**config.mk**
```make
export PLATFORM = sky130hd
export DESIGN_NAME = bcd_calendar_to_nanoseconds
export DESIGN_NICKNAME = d
export VERILOG_FILES = /design/src/design/bcdns_pkg.sv /design/src/design/bcd_calendar_to_nanoseconds.sv /design/src/design/bcdns_div_pipe.sv
export SDC_FILE = /design/constraint.sdc
export NUM_CORES = 2
export LEC_CHECK = 0
export BUFFER_PORTS_ARGS = -buffer_cell sky130_fd_sc_hd__buf_2
export CORE_MARGIN = 1.5
export CORE_UTILIZATION = 60
export CTS_BUF_LIST = sky130_fd_sc_hd__clkbuf_8
export DETAILED_ROUTE_END_ITERATION = 12
export PLACE_DENSITY_LB_ADDON = 0.3
export SKIP_CTS_REPAIR_TIMING = 1
export SYNTH_ARGS = -nofsm -noshare
export SYNTH_HDL_FRONTEND = slang
export SYNTH_SLANG_ARGS = --single-unit
```
**constraint.sdc**
```tcl
create_clock -name clk_i -period 20.1 [get_ports clk_i]
set_input_delay 2.01 -clock clk_i [delete_from_list [all_inputs] [get_ports clk_i]]
set_output_delay 2.01 -clock clk_i [all_outputs]
set_load 0.02 [all_outputs]
```
**src/design/bcdns_pkg.sv**
```systemverilog
// Shared widths, constants, stage types and the month table for the BCD-to-nanoseconds pipe.
`default_nettype none

package bcdns_pkg;

  // Port and field widths
  localparam int unsigned DATE_W = 24;
  localparam int unsigned TIME_W = 23;
  localparam int unsigned SS_W   = 16;
  localparam int unsigned PRE_W  = 15;
  localparam int unsigned NS_W   = 55;

  // Internal widths
  localparam int unsigned MONTH_W = 5;   // tens*10 + units, up to 25
  localparam int unsigned DAY_W   = 6;   // up to 45
  localparam int unsigned MIDX_W  = 4;
  localparam int unsigned DAYS_W  = 9;   // up to 379 days into the year
  localparam int unsigned TOD_W   = 18;  // up to 210385 s with non-decimal digits
  localparam int unsigned SECS_W  = 26;
  localparam int unsigned DIV_W   = PRE_W + 1;  // prescaler + 1, up to 32768
  localparam int unsigned REM_W   = PRE_W;      // remainder stays below divisor
  localparam int unsigned QUO_W   = 30;         // fraction stays below 1e9
  localparam int unsigned NUM_W   = REM_W + QUO_W;

  // Pipeline depth: decode, multiply, scale, one divider stage per quotient bit, output
  localparam int unsigned DIV_STAGES   = QUO_W;
  localparam int unsigned PIPE_LATENCY = DIV_STAGES + 4;

  localparam logic [PRE_W-1:0]  PRESCALER_RESET = 15'd1023;
  localparam logic [QUO_W-1:0]  NS_PER_SEC      = 30'd1000000000;
  localparam logic [16:0]       SECS_PER_DAY    = 17'd86400;
  localparam logic [MONTH_W-1:0] MONTH_MIN      = 5'd1;
  localparam logic [MONTH_W-1:0] MONTH_MAX      = 5'd12;

  // Sideband that rides along with the divider
  typedef struct packed {
    logic            valid;
    logic            bad_month;
    logic            bad_sub;
    logic [NS_W-1:0] secs_ns;
  } tag_t;

  // One divider stage: partial remainder, numerator bits shifting out, quotient shifting in
  typedef struct packed {
    tag_t             tag;
    logic [REM_W-1:0] rem;
    logic [QUO_W-1:0] nq;
  } div_stage_t;

  // Days lost against 32-day months before the start of each month (leap year)
  function automatic logic [4:0] month_shortfall(input logic [MIDX_W-1:0] mi);
    logic [4:0] s;
    case (mi)
      4'd0:    s = 5'd0;
      4'd1:    s = 5'd1;
      4'd2:    s = 5'd4;
      4'd3:    s = 5'd5;
      4'd4:    s = 5'd7;
      4'd5:    s = 5'd8;
      4'd6:    s = 5'd10;
      4'd7:    s = 5'd11;
      4'd8:    s = 5'd12;
      4'd9:    s = 5'd14;
      4'd10:   s = 5'd15;
      4'd11:   s = 5'd17;
      default: s = 5'd0;
    endcase
    return s;
  endfunction

endpackage

`default_nettype wire

```
**src/design/bcd_calendar_to_nanoseconds.sv**
```systemverilog
// Top level: BCD date/time snapshot plus subsecond count to nanoseconds since start of year.
//
//  channel   ports                                            handshake
//  --------  -----------------------------------------------  ---------------------------
//  input     date_word_i, time_word_i, subsecond_count_i      start & !busy
//  result    time_ns_o, month_invalid_o, subsecond_invalid_o  done_o, one cycle, no stall
//  config    cfg_wdata_i (sync_prescaler)                     cfg_we_i
//
// One beat is taken every cycle; busy stays low. Each result passes through decode, two
// multiply stages, 30 divider stages (one quotient bit each, set by the fraction division)
// and the output register.
// Reset clears all valid bits and loads the prescaler with 1023.
// The receiver cannot stall; results leave in input order.
`default_nettype none

module bcd_calendar_to_nanoseconds (
  input  wire logic                          clk_i,
  input  wire logic                          rst_ni,
  input  wire logic                          start,
  output      logic                          busy,
  input  wire logic [bcdns_pkg::DATE_W-1:0]  date_word_i,
  input  wire logic [bcdns_pkg::TIME_W-1:0]  time_word_i,
  input  wire logic [bcdns_pkg::SS_W-1:0]    subsecond_count_i,
  input  wire logic                          cfg_we_i,
  input  wire logic [bcdns_pkg::PRE_W-1:0]   cfg_wdata_i,
  output      logic                          done_o,
  output      logic [bcdns_pkg::NS_W-1:0]    time_ns_o,
  output      logic                          month_invalid_o,
  output      logic                          subsecond_invalid_o
);
  import bcdns_pkg::*;

  // Prescaler register
  logic [PRE_W-1:0] prescaler_q;
  logic [DIV_W-1:0] divisor;

  always_ff @(posedge clk_i or negedge rst_ni) begin
    if (!rst_ni) begin
      prescaler_q <= PRESCALER_RESET;
    end else if (cfg_we_i) begin
      prescaler_q <= cfg_wdata_i;
    end
  end

  assign divisor = {1'b0, prescaler_q} + DIV_W'(1);
  assign busy    = 1'b0;

  // Stage 1: BCD decode, day count, time of day, subsecond difference
  logic               accept;
  logic [MONTH_W-1:0] month;
  logic [DAY_W-1:0]   day;
  logic [DAY_W-1:0]   day_idx;
  logic [MIDX_W-1:0]  mi;
  logic [DAYS_W:0]    days_wide;
  logic               bad_month_d;
  logic               bad_sub_d;
  logic [DAYS_W-1:0]  days_d;
  logic [TOD_W-1:0]   tod_d;
  logic [PRE_W-1:0]   diff_d;

  assign accept = start & ~busy;

  always_comb begin
    month = (date_word_i[12] ? MONTH_W'(10) : MONTH_W'(0)) + MONTH_W'(date_word_i[11:8]);
    day   = DAY_W'(date_word_i[5:4]) * DAY_W'(10) + DAY_W'(date_word_i[3:0]);
    bad_month_d = (month < MONTH_MIN) || (month > MONTH_MAX);
    mi        = MIDX_W'(month - MONTH_MIN);
    day_idx   = (day == '0) ? '0 : day - DAY_W'(1);
    days_wide = (DAYS_W+1)'(day_idx) + ((DAYS_W+1)'(mi) << 5)
              - (DAYS_W+1)'(month_shortfall(mi));
    days_d    = bad_month_d ? '0 : days_wide[DAYS_W-1:0];

    tod_d = (time_word_i[22] ? TOD_W'(43200) : TOD_W'(0))
          + TOD_W'(time_word_i[21:20]) * TOD_W'(36000)
          + TOD_W'(time_word_i[19:16]) * TOD_W'(3600)
          + TOD_W'(time_word_i[14:12]) * TOD_W'(600)
          + TOD_W'(time_word_i[11:8])  * TOD_W'(60)
          + TOD_W'(time_word_i[6:4])   * TOD_W'(10)
          + TOD_W'(time_word_i[3:0]);

    bad_sub_d = subsecond_count_i > {1'b0, prescaler_q};
    diff_d    = bad_sub_d ? '0 : prescaler_q - subsecond_count_i[PRE_W-1:0];
  end

  logic              s1_valid_q;
  logic              s1_bad_month_q;
  logic              s1_bad_sub_q;
  logic [DAYS_W-1:0] s1_days_q;
  logic [TOD_W-1:0]  s1_tod_q;
  logic [PRE_W-1:0]  s1_diff_q;

  always_ff @(posedge clk_i or negedge rst_ni) begin
    if (!rst_ni) begin
      s1_valid_q <= 1'b0;
    end else begin
      s1_valid_q <= accept;
    end
  end

  always_ff @(posedge clk_i) begin
    s1_bad_month_q <= bad_month_d;
    s1_bad_sub_q   <= bad_sub_d;
    s1_days_q      <= days_d;
    s1_tod_q       <= tod_d;
    s1_diff_q      <= diff_d;
  end

  // Stage 2: whole seconds and fraction numerator
  logic              s2_valid_q;
  logic              s2_bad_month_q;
  logic              s2_bad_sub_q;
  logic [SECS_W-1:0] s2_secs_q;
  logic [NUM_W-1:0]  s2_num_q;

  always_ff @(posedge clk_i or negedge rst_ni) begin
    if (!rst_ni) begin
      s2_valid_q <= 1'b0;
    end else begin
      s2_valid_q <= s1_valid_q;
    end
  end

  always_ff @(posedge clk_i) begin
    s2_bad_month_q <= s1_bad_month_q;
    s2_bad_sub_q   <= s1_bad_sub_q;
    s2_secs_q      <= SECS_W'(s1_days_q) * SECS_W'(SECS_PER_DAY) + SECS_W'(s1_tod_q);
    s2_num_q       <= NUM_W'(s1_diff_q) * NUM_W'(NS_PER_SEC);
  end

  // Stage 3: whole seconds to nanoseconds, load the divider
  div_stage_t s3_q;
  div_stage_t div_out;

  always_ff @(posedge clk_i or negedge rst_ni) begin
    if (!rst_ni) begin
      s3_q <= '0;
    end else begin
      s3_q.tag.valid     <= s2_valid_q;
      s3_q.tag.bad_month <= s2_bad_month_q;
      s3_q.tag.bad_sub   <= s2_bad_sub_q;
      s3_q.tag.secs_ns   <= NS_W'(s2_secs_q) * NS_W'(NS_PER_SEC);
      s3_q.rem           <= s2_num_q[NUM_W-1:QUO_W];
      s3_q.nq            <= s2_num_q[QUO_W-1:0];
    end
  end

  // Fraction divider
  bcdns_div_pipe u_div (
    .clk_i     (clk_i),
    .rst_ni    (rst_ni),
    .divisor_i (divisor),
    .in_i      (s3_q),
    .out_o     (div_out)
  );

  // Output register: add the fraction, zero on a bad month
  logic            done_q;
  logic [NS_W-1:0] time_ns_q;
  logic            month_invalid_q;
  logic            subsecond_invalid_q;

  always_ff @(posedge clk_i or negedge rst_ni) begin
    if (!rst_ni) begin
      done_q <= 1'b0;
    end else begin
      done_q <= div_out.tag.valid;
    end
  end

  always_ff @(posedge clk_i) begin
    time_ns_q           <= div_out.tag.bad_month ? '0
                         : div_out.tag.secs_ns + NS_W'(div_out.nq);
    month_invalid_q     <= div_out.tag.bad_month;
    subsecond_invalid_q <= div_out.tag.bad_sub;
  end

  assign done_o              = done_q;
  assign time_ns_o           = time_ns_q;
  assign month_invalid_o     = month_invalid_q;
  assign subsecond_invalid_o = subsecond_invalid_q;

  // Checks
  a_latency : assert property (@(posedge clk_i) disable iff (!rst_ni)
    accept |-> ##PIPE_LATENCY done_o)
    else $error("accepted beat did not complete after pipeline latency");

  a_no_spurious : assert property (@(posedge clk_i) disable iff (!rst_ni)
    done_o |-> $past(accept, PIPE_LATENCY))
    else $error("result beat without matching input beat");

  a_frac_range : assert property (@(posedge clk_i) disable iff (!rst_ni)
    div_out.tag.valid |-> (div_out.nq < NS_PER_SEC))
    else $error("fraction quotient reached one second");

  a_bad_month_zero : assert property (@(posedge clk_i) disable iff (!rst_ni)
    (done_o && month_invalid_o) |-> (time_ns_o == '0))
    else $error("invalid month gave a nonzero time");

endmodule

`default_nettype wire

```
**src/design/bcdns_div_pipe.sv**
```systemverilog
// Pipelined restoring divider: one quotient bit per register stage, sideband carried along.
`default_nettype none

module bcdns_div_pipe (
  input  wire logic                         clk_i,
  input  wire logic                         rst_ni,
  input  wire logic [bcdns_pkg::DIV_W-1:0]  divisor_i,
  input  wire bcdns_pkg::div_stage_t        in_i,
  output      bcdns_pkg::div_stage_t        out_o
);
  import bcdns_pkg::*;

  div_stage_t prev_w [DIV_STAGES];
  div_stage_t st_d   [DIV_STAGES];
  div_stage_t st_q   [DIV_STAGES];

  for (genvar k = 0; k < DIV_STAGES; k++) begin : g_stage
    logic [DIV_W-1:0] trial;
    logic             ge;

    // chain input
    if (k == 0) begin : g_first
      assign prev_w[k] = in_i;
    end else begin : g_next
      assign prev_w[k] = st_q[k-1];
    end

    // bring down the next numerator bit, subtract if it fits
    always_comb begin
      trial          = {prev_w[k].rem, prev_w[k].nq[QUO_W-1]};
      ge             = (trial >= divisor_i);
      st_d[k].tag    = prev_w[k].tag;
      st_d[k].rem    = ge ? REM_W'(trial - divisor_i) : trial[REM_W-1:0];
      st_d[k].nq     = {prev_w[k].nq[QUO_W-2:0], ge};
    end

    always_ff @(posedge clk_i or negedge rst_ni) begin
      if (!rst_ni) begin
        st_q[k] <= '0;
      end else begin
        st_q[k] <= st_d[k];
      end
    end
  end

  assign out_o = st_q[DIV_STAGES-1];

endmodule

`default_nettype wire
```
# Word-level counts from Yosys, hierarchy flattened
# Memories as Yosys holds them, arrays and structs flattened.
# Cells that the tools add are included.
totals:
  reg_bits: 2848
  mem_bits_ro: 80
  inputBits: 82
  output_inout_bits: 59
  elab_cells: 323
  n_memories: 1
op_classes:
  n_addsub: 45
  n_mul: 9
  n_lt_le_gt_ge: 33
  muxes: 32
  reduce_logical: 2
memory_table:
  columns: ["name", "depth", "word_bits", "rd", "rd_ports_with_merged_regs", "wr", "line_no", "source"]
  rows:
  - ["(no name shown)", 16, 5, 1, 0, 0, "bcdns_pkg.sv:53", "case (mi)"]
ops:
  columns: ["operator", "n"]
  rows:
  - ["greater-or-equal comparator 16 bit", 30]
  - ["subtractor 15 bit", 30]
  - ["2-to-1 mux 15 bit", 29]
  - ["adder 55 x 30 -> 55 bit", 1]
  - ["multiplier 26 x 21 -> 46 bit, second input constant", 1]
  - ["multiplier 15 x 21 -> 36 bit, second input constant", 1]
  - ["adder 26 x 18 -> 26 bit", 1]
  - ["multiplier 9 x 10 -> 19 bit, second input constant", 1]
  - ["adder 16 x 18 -> 18 bit", 1]
  - ["adder 18 x 10 -> 18 bit", 1]
  - ["adder 18 x 13 -> 18 bit", 1]
  - ["adder 18 x 16 -> 18 bit", 1]
  - ["adder 18 x 4 -> 18 bit", 1]
  - ["adder 18 x 7 -> 18 bit", 1]
  - ["adder 15 x 1 -> 16 bit, second input constant", 1]
  - ["greater-than comparator 16 x 15 -> 1 bit", 1]
  - ["2-to-1 mux 16 bit", 1]
  - ["multiplier 2 x 11 -> 13 bit, second input constant", 1]
  - ["multiplier 4 x 8 -> 12 bit, second input constant", 1]
  - ["multiplier 3 x 7 -> 10 bit, second input constant", 1]
  - ["adder 6 x 9 -> 9 bit", 1]
  - ["subtractor 9 x 5 -> 9 bit", 1]
  - ["multiplier 4 x 4 -> 8 bit, second input constant", 1]
  - ["adder 6 x 4 -> 6 bit", 1]
  - ["other kinds (11)", 11]

# Longest topological paths before layout
depth:
  ltp_word: 7
  mapped_depth: 24
  ltp_nobuf: 23

# Modules after synthesis
# A second synthesis with hierarchy kept.
hier_totals:
  hier_cells: 9817
  area_unflattened_um2: 134502.7
by_module_without_submodules:
  columns: ["mod", "n_inst", "cells_per_inst", "area_each_um2", "seq_area_each_um2"]
  rows:
  - ["bcdns_div_pipe", 1, 6635, 102794.8, 77324.2]
  - ["bcd_calendar_to_nanoseconds", 1, 3182, 31707.9, 5893.2]

# Worst setup path before layout
# OpenSTA, ideal clock, no wires.
synth_timing:
  kind: "input-to-reg"
  start: "input port time_word_i[8] (netlist bit)"
  end: "register s1_tod_q[16]"
  setup_time_ns: 0.072
  arrival_time_ns: 6.904
  required_time_ns: 20.028
  path_slack_ns: 13.124
  stages: 20
  n_path_buf: 0
  path_cell_list: "fa_1 -> fa_1 -> inv_1 -> fa_1 -> xnor2_1 -> fa_1 -> inv_1 -> fa_1 -> inv_1 -> fa_1 -> ha_1 -> a21o_1 -> a21oi_1 -> o21bai_1 -> a21oi_1 -> nor2b_1 -> o2111ai_1 -> nand3_1 -> o41ai_1 -> xnor2_1"
synth_between:
  elab_chain_cells: 4
synth_lines:
  columns: ["element", "line_no", "source"]
  rows:
  - ["from (decl)", "bcd_calendar_to_nanoseconds.sv:22", "input wire logic [bcdns_pkg::TIME_W-1:0] time_word_i,"]
  - ["multiplier 4 x 4 -> 8 bit", "bcd_calendar_to_nanoseconds.sv:77", "+ TOD_W'(time_word_i[11:8]) * TOD_W'(60)"]
  - ["adder 18 x 10 -> 18 bit", "bcd_calendar_to_nanoseconds.sv:77", null]
  - ["adder 18 x 7 -> 18 bit", "bcd_calendar_to_nanoseconds.sv:78", "+ TOD_W'(time_word_i[6:4]) * TOD_W'(10)"]
  - ["adder 18 x 4 -> 18 bit", "bcd_calendar_to_nanoseconds.sv:79", "+ TOD_W'(time_word_i[3:0]);"]
  - ["named net tod_d[16]", "bcd_calendar_to_nanoseconds.sv:58", "logic [TOD_W-1:0] tod_d;"]
  - ["to (signal assigned)", "bcd_calendar_to_nanoseconds.sv:104", "s1_tod_q <= tod_d;"]
  - ["to (decl)", "bcd_calendar_to_nanoseconds.sv:89", "logic [TOD_W-1:0] s1_tod_q;"]
# The timed path passes the listed nets, and every way through them passes these cells.
# A chain may end at the register's enable or synchronous reset.

# Final worst setup path
layout_timing:
  start: "register s2_secs_q[0]"
  end: "register s3_q[96] (netlist bit)"
layout_between:
  elab_chain_cells: 1
layout_lines:
  columns: ["element", "line_no", "source"]
  rows:
  - ["from (decl)", "bcd_calendar_to_nanoseconds.sv:112", "logic [SECS_W-1:0] s2_secs_q;"]
  - ["from (signal assigned)", "bcd_calendar_to_nanoseconds.sv:126", "s2_secs_q <= SECS_W'(s1_days_q) * SECS_W'(SECS_PER_DAY) + SECS_W'(s1_tod_q);"]
  - ["multiplier 26 x 21 -> 46 bit", "bcd_calendar_to_nanoseconds.sv:141", "s3_q.tag.secs_ns <= NS_W'(s2_secs_q) * NS_W'(NS_PER_SEC);"]
  - ["to (decl)", "bcd_calendar_to_nanoseconds.sv:131", "div_stage_t s3_q;"]
# Every way passes these cells.

==> flow_summary_export.csv <==
group,metric,value,unit
die,start_util,60.58,%
cells_and_area,fin_area,0.1314,mm²
critical_path,cp_max_fo,9,
timing,rsz0062_at_grt,"false",
logic_synthesis,synth_edf_count,0,
clock_tree,cts.htree.levels,5,
cells_and_area,syn_to_final_growth,10.92,%
logic_synthesis,yosys_most_used_dff,"dfrtp_1",
grt,grt_usage,25.11,%
cells_and_area,drive_above_1_share,12.23,%
die,die_area,0.2002,mm²
timing,skew,0.1072,ns
grt,use_met2,43.86,%
critical_path,rr_startpoint,"s2_secs_q[0]$_DFF_P_",
routing,first_pass_iters,8,
hold_path,hp-class,"flip-flop to flip-flop",
placement,placed_area,0.1227,mm²
routing,drtIter0Drc,3775,
critical_path,worstPathRequired,21.05,ns
logic_synthesis,synthArstFlopShare,94.21,%
die,core_area,0.1956,mm²
routing,wire_per_inst,19.94,µm
die,die_x,447.4,µm
grt,top_usage_layer,"met2",
routing,drc_errors,0,
placement,pre_cts_ws,12.68,ns
grt,grt_pass1_wl,389.2,mm
timing,fmax,140.4,MHz
timing,final-max-slew-violation-count,0,
placement,hpwlAfterDp,166.2,mm
critical_path,crit_arrival,8.07,ns
clock_tree,root_buffer,"clkbuf_8",
timing,tightest_slew,1.186,ns
placement,place.gp.congestion,0.8925,
clock_tree,cts_tree,"built",
timing,hold_viol,0,
logic_synthesis,synth_seq_area_share,59.46,%
timing,finalSetupViolations,0,
hold_path,hp-start,"s2_num_q[13]$_DFF_P_",
logic_synthesis,synthCells,8685,
timing,tns,0,ns
clock_tree,cts_sinks,2848,
logic_synthesis,synth_top_area_cell,"dfrtp_1",
grt,use_met3,3.846,%
grt,grt_pass1_vias,72690,
logic_synthesis,yosys_warnings,0,
timing,slew_headroom,20.92,%
outcome,status,"finished clean",
grt,grt-ovfl-total,0,
grt,use_met1,31.37,%
job,maxCapViolations,0,
cells_and_area,fin_util,67.19,%
cells_and_area,final_nets,10800,
critical_path,worstSetupStartpoint,"s2_secs_q[0]$_DFF_P_",
critical_path,worst-setup-path-type,"flip-flop to flip-flop",
critical_path,crit_path_end_kind,"flip-flop",
logic_synthesis,avgSynthCellArea,13.64,µm²
logic_synthesis,syn-cell-area,0.1185,mm²
die,std_cell_rows,162,
timing,worst_slack,12.98,ns
clock_tree,cts_buffer_depth,4,
timing,finalCriticalPeriod,7.121,ns
routing,detail-route-antenna-nets,0,
placement,portBuffers,124,
die,ios,141,
routing,routed_via_density,5.430,
logic_synthesis,ys_types,84,
grt,antenna_found_initial,8,
grt,grt_max_degree,194,
logic_synthesis,yosysTopAreaCellShare,56.45,%
cells_and_area,multi_input_area,0.04450,mm²
clock_tree,clock_latency,1.11,ns
timing,fin_crit_sh,35.43,%
logic_synthesis,syn-num-nets,10250,
logic_synthesis,synth_area_leaders,"dfrtp_1 56%, ha_1 11%, fa_1 7.4%, xnor2_1 2.9%, inv_1 2.8%",
routing,vias,66170,
clock_tree,cts_buffers,435,
critical_path,crit_path_start_kind,"flip-flop",
cells_and_area,seq_area,0.07046,mm²
die,die_h,447.4,µm
logic_synthesis,ys_ff_latch,2848,
clock_tree,clkTransAtPathRegs,0.06,ns
cells_and_area,n_fill_cell,13120,
routing,drt-total-wl,243.0,mm
-- metal layers --
layer	up-vias	share of wire [%]
li1	30320	-
met1	33560	40
met2	1699	52
met3	582	4.2
met4	4	3.8
met5	-	0.012
-- per-stage QoR --
step | hold slack, ns | cells
after floorplan | 0.3096 | 8685
after detailed placement | 0.3132 | 11420
after global routing | 0.2674 | 12180
after global placement | 0.3116 | 11420
after CTS | 0.2562 | 12180
final | 0.2668 | 12190
-- registers in the layout, indices dropped and copies added (netlist names) --
register and flops:
s1_bad_month_q 1, done_o 1, u_div.prev_w 2046, s3_q 85, s2_num_q 36, s1_bad_sub_q 1
time_ns_o 55, s2_secs_q 26, s1_tod_q 18, s2_bad_sub_q 1, s2_valid_q 1, subsecond_invalid_o 1
s1_days_q 9, prescaler_q 15, s2_bad_month_q 1, month_invalid_o 1, s1_diff_q 15, u_div.g_stage.trial 455
s1_valid_q 1, u_div.out_o 79
-- worst max-delay path, cell delays in order (launching register included) --
cell and delay (ns):
dfxtp_1 0.64, fa_1 0.52, fa_1 0.56, inv_1 0.07, fa_1 0.50, fa_1 0.52
fa_1 0.55, inv_1 0.05, fa_1 0.61, fa_1 0.45, ha_1 0.40, and3_1 0.24
nand2_1 0.08, o31ai_1 0.44, o21ai_0 0.42, o32a_1 0.49, o31ai_1 0.23, a21oi_1 0.12
xnor2_1 0.13
-- Yosys cell counts (all sizes together), types with 31 or more instances --
| cell type | number |
|---|---|
| nand2b | 42 |
| clkbuf | 45 |
| dfrtp | 2673 |
| nand4 | 84 |
| xnor2 | 398 |
| fa | 440 |
| o21ai | 223 |
| nor3 | 75 |
| o21bai | 88 |
| nor2b | 57 |
| nand2 | 182 |
| a31oi | 31 |
| a21boi | 46 |
| xor2 | 149 |
| inv | 886 |
| nor2 | 464 |
| dfxtp | 165 |
| nand3 | 97 |
| a21o | 188 |
| a21oi | 543 |
| o21a | 42 |
| ha | 1045 |
| nor4 | 41 |
| mux2 | 277 |
-- final timing paths --
| path | end | slack [ns] | cells past startpoint |
|---|---|---|---|
| hold reg to reg | s3_q[13]$_DFF_PN0_ | 0.27 | 0 |
| hold / removal | s3_q[13]$_DFF_PN0_ | 0.27 | 0 |
| min in group asynchronous | u_div.g_stage[26].trial[15]$_DFF_PN0_ | 1.00 | 1 |
| setup reg to reg | s3_q[96]$_DFF_PN0_ | 12.98 | 18 |
| setup / recovery | s3_q[96]$_DFF_PN0_ | 12.98 | 18 |
| max in group asynchronous | u_div.prev_w[2345]$_DFF_PN0_ | 14.61 | 5 |
-- area by class of cell --
type | instances | area share [%]
tap | 2624 | 2.498
multi-input combinational | 4878 | 33.85
antenna | 4 | 0.007616
clock inverter | 220 | 0.9568
inverter | 886 | 2.530
sequential | 2848 | 53.61
clock buffer | 542 | 5.676
timing repair buffer | 183 | 0.8682
-- kinds of logic (layout without fill, tap and decap cells) --
logic type | after synthesis | in the layout | share of synthesized area, %
AOI/OAI and AO/OA | 1367 | 1367 | 7.259
buffers and inverters | 959 | 1831 | 3.106
adders and majority gates | 1485 | 1485 | 18.47
xor gates and xnor gates | 547 | 547 | 4.043
muxes | 299 | 299 | 2.905
DFF | 2848 | 2848 | 59.46
other | 1 | 5 | 0.003165
and+or+nand+nor | 1179 | 1179 | 4.753
-- cell usage in the layout, fill, tap and decap left out, types with 45 or more instances in the layout --
master	synthesis	routed
fa_1	440	440
o21bai_1	88	88
xor2_1	149	149
buf_2	13	123
a21oi_1	536	526
nor3_1	75	75
mux2_2	246	246
buf_4	3	54
clkbuf_8	0	542
nand3_1	97	97
xnor2_1	398	385
a21boi_0	46	45
nand4_1	84	84
o21ai_0	214	213
a21o_1	188	188
nor2_1	464	464
ha_1	1045	1045
inv_1	884	1035
dfrtp_1	2673	2672
nand2_1	181	181
nor2b_1	57	57
dfxtp_1	165	165
Power is left out: the tool's default activity adds up to more than one toggle a clock period on the data nets, which glitch-free logic cannot reach.
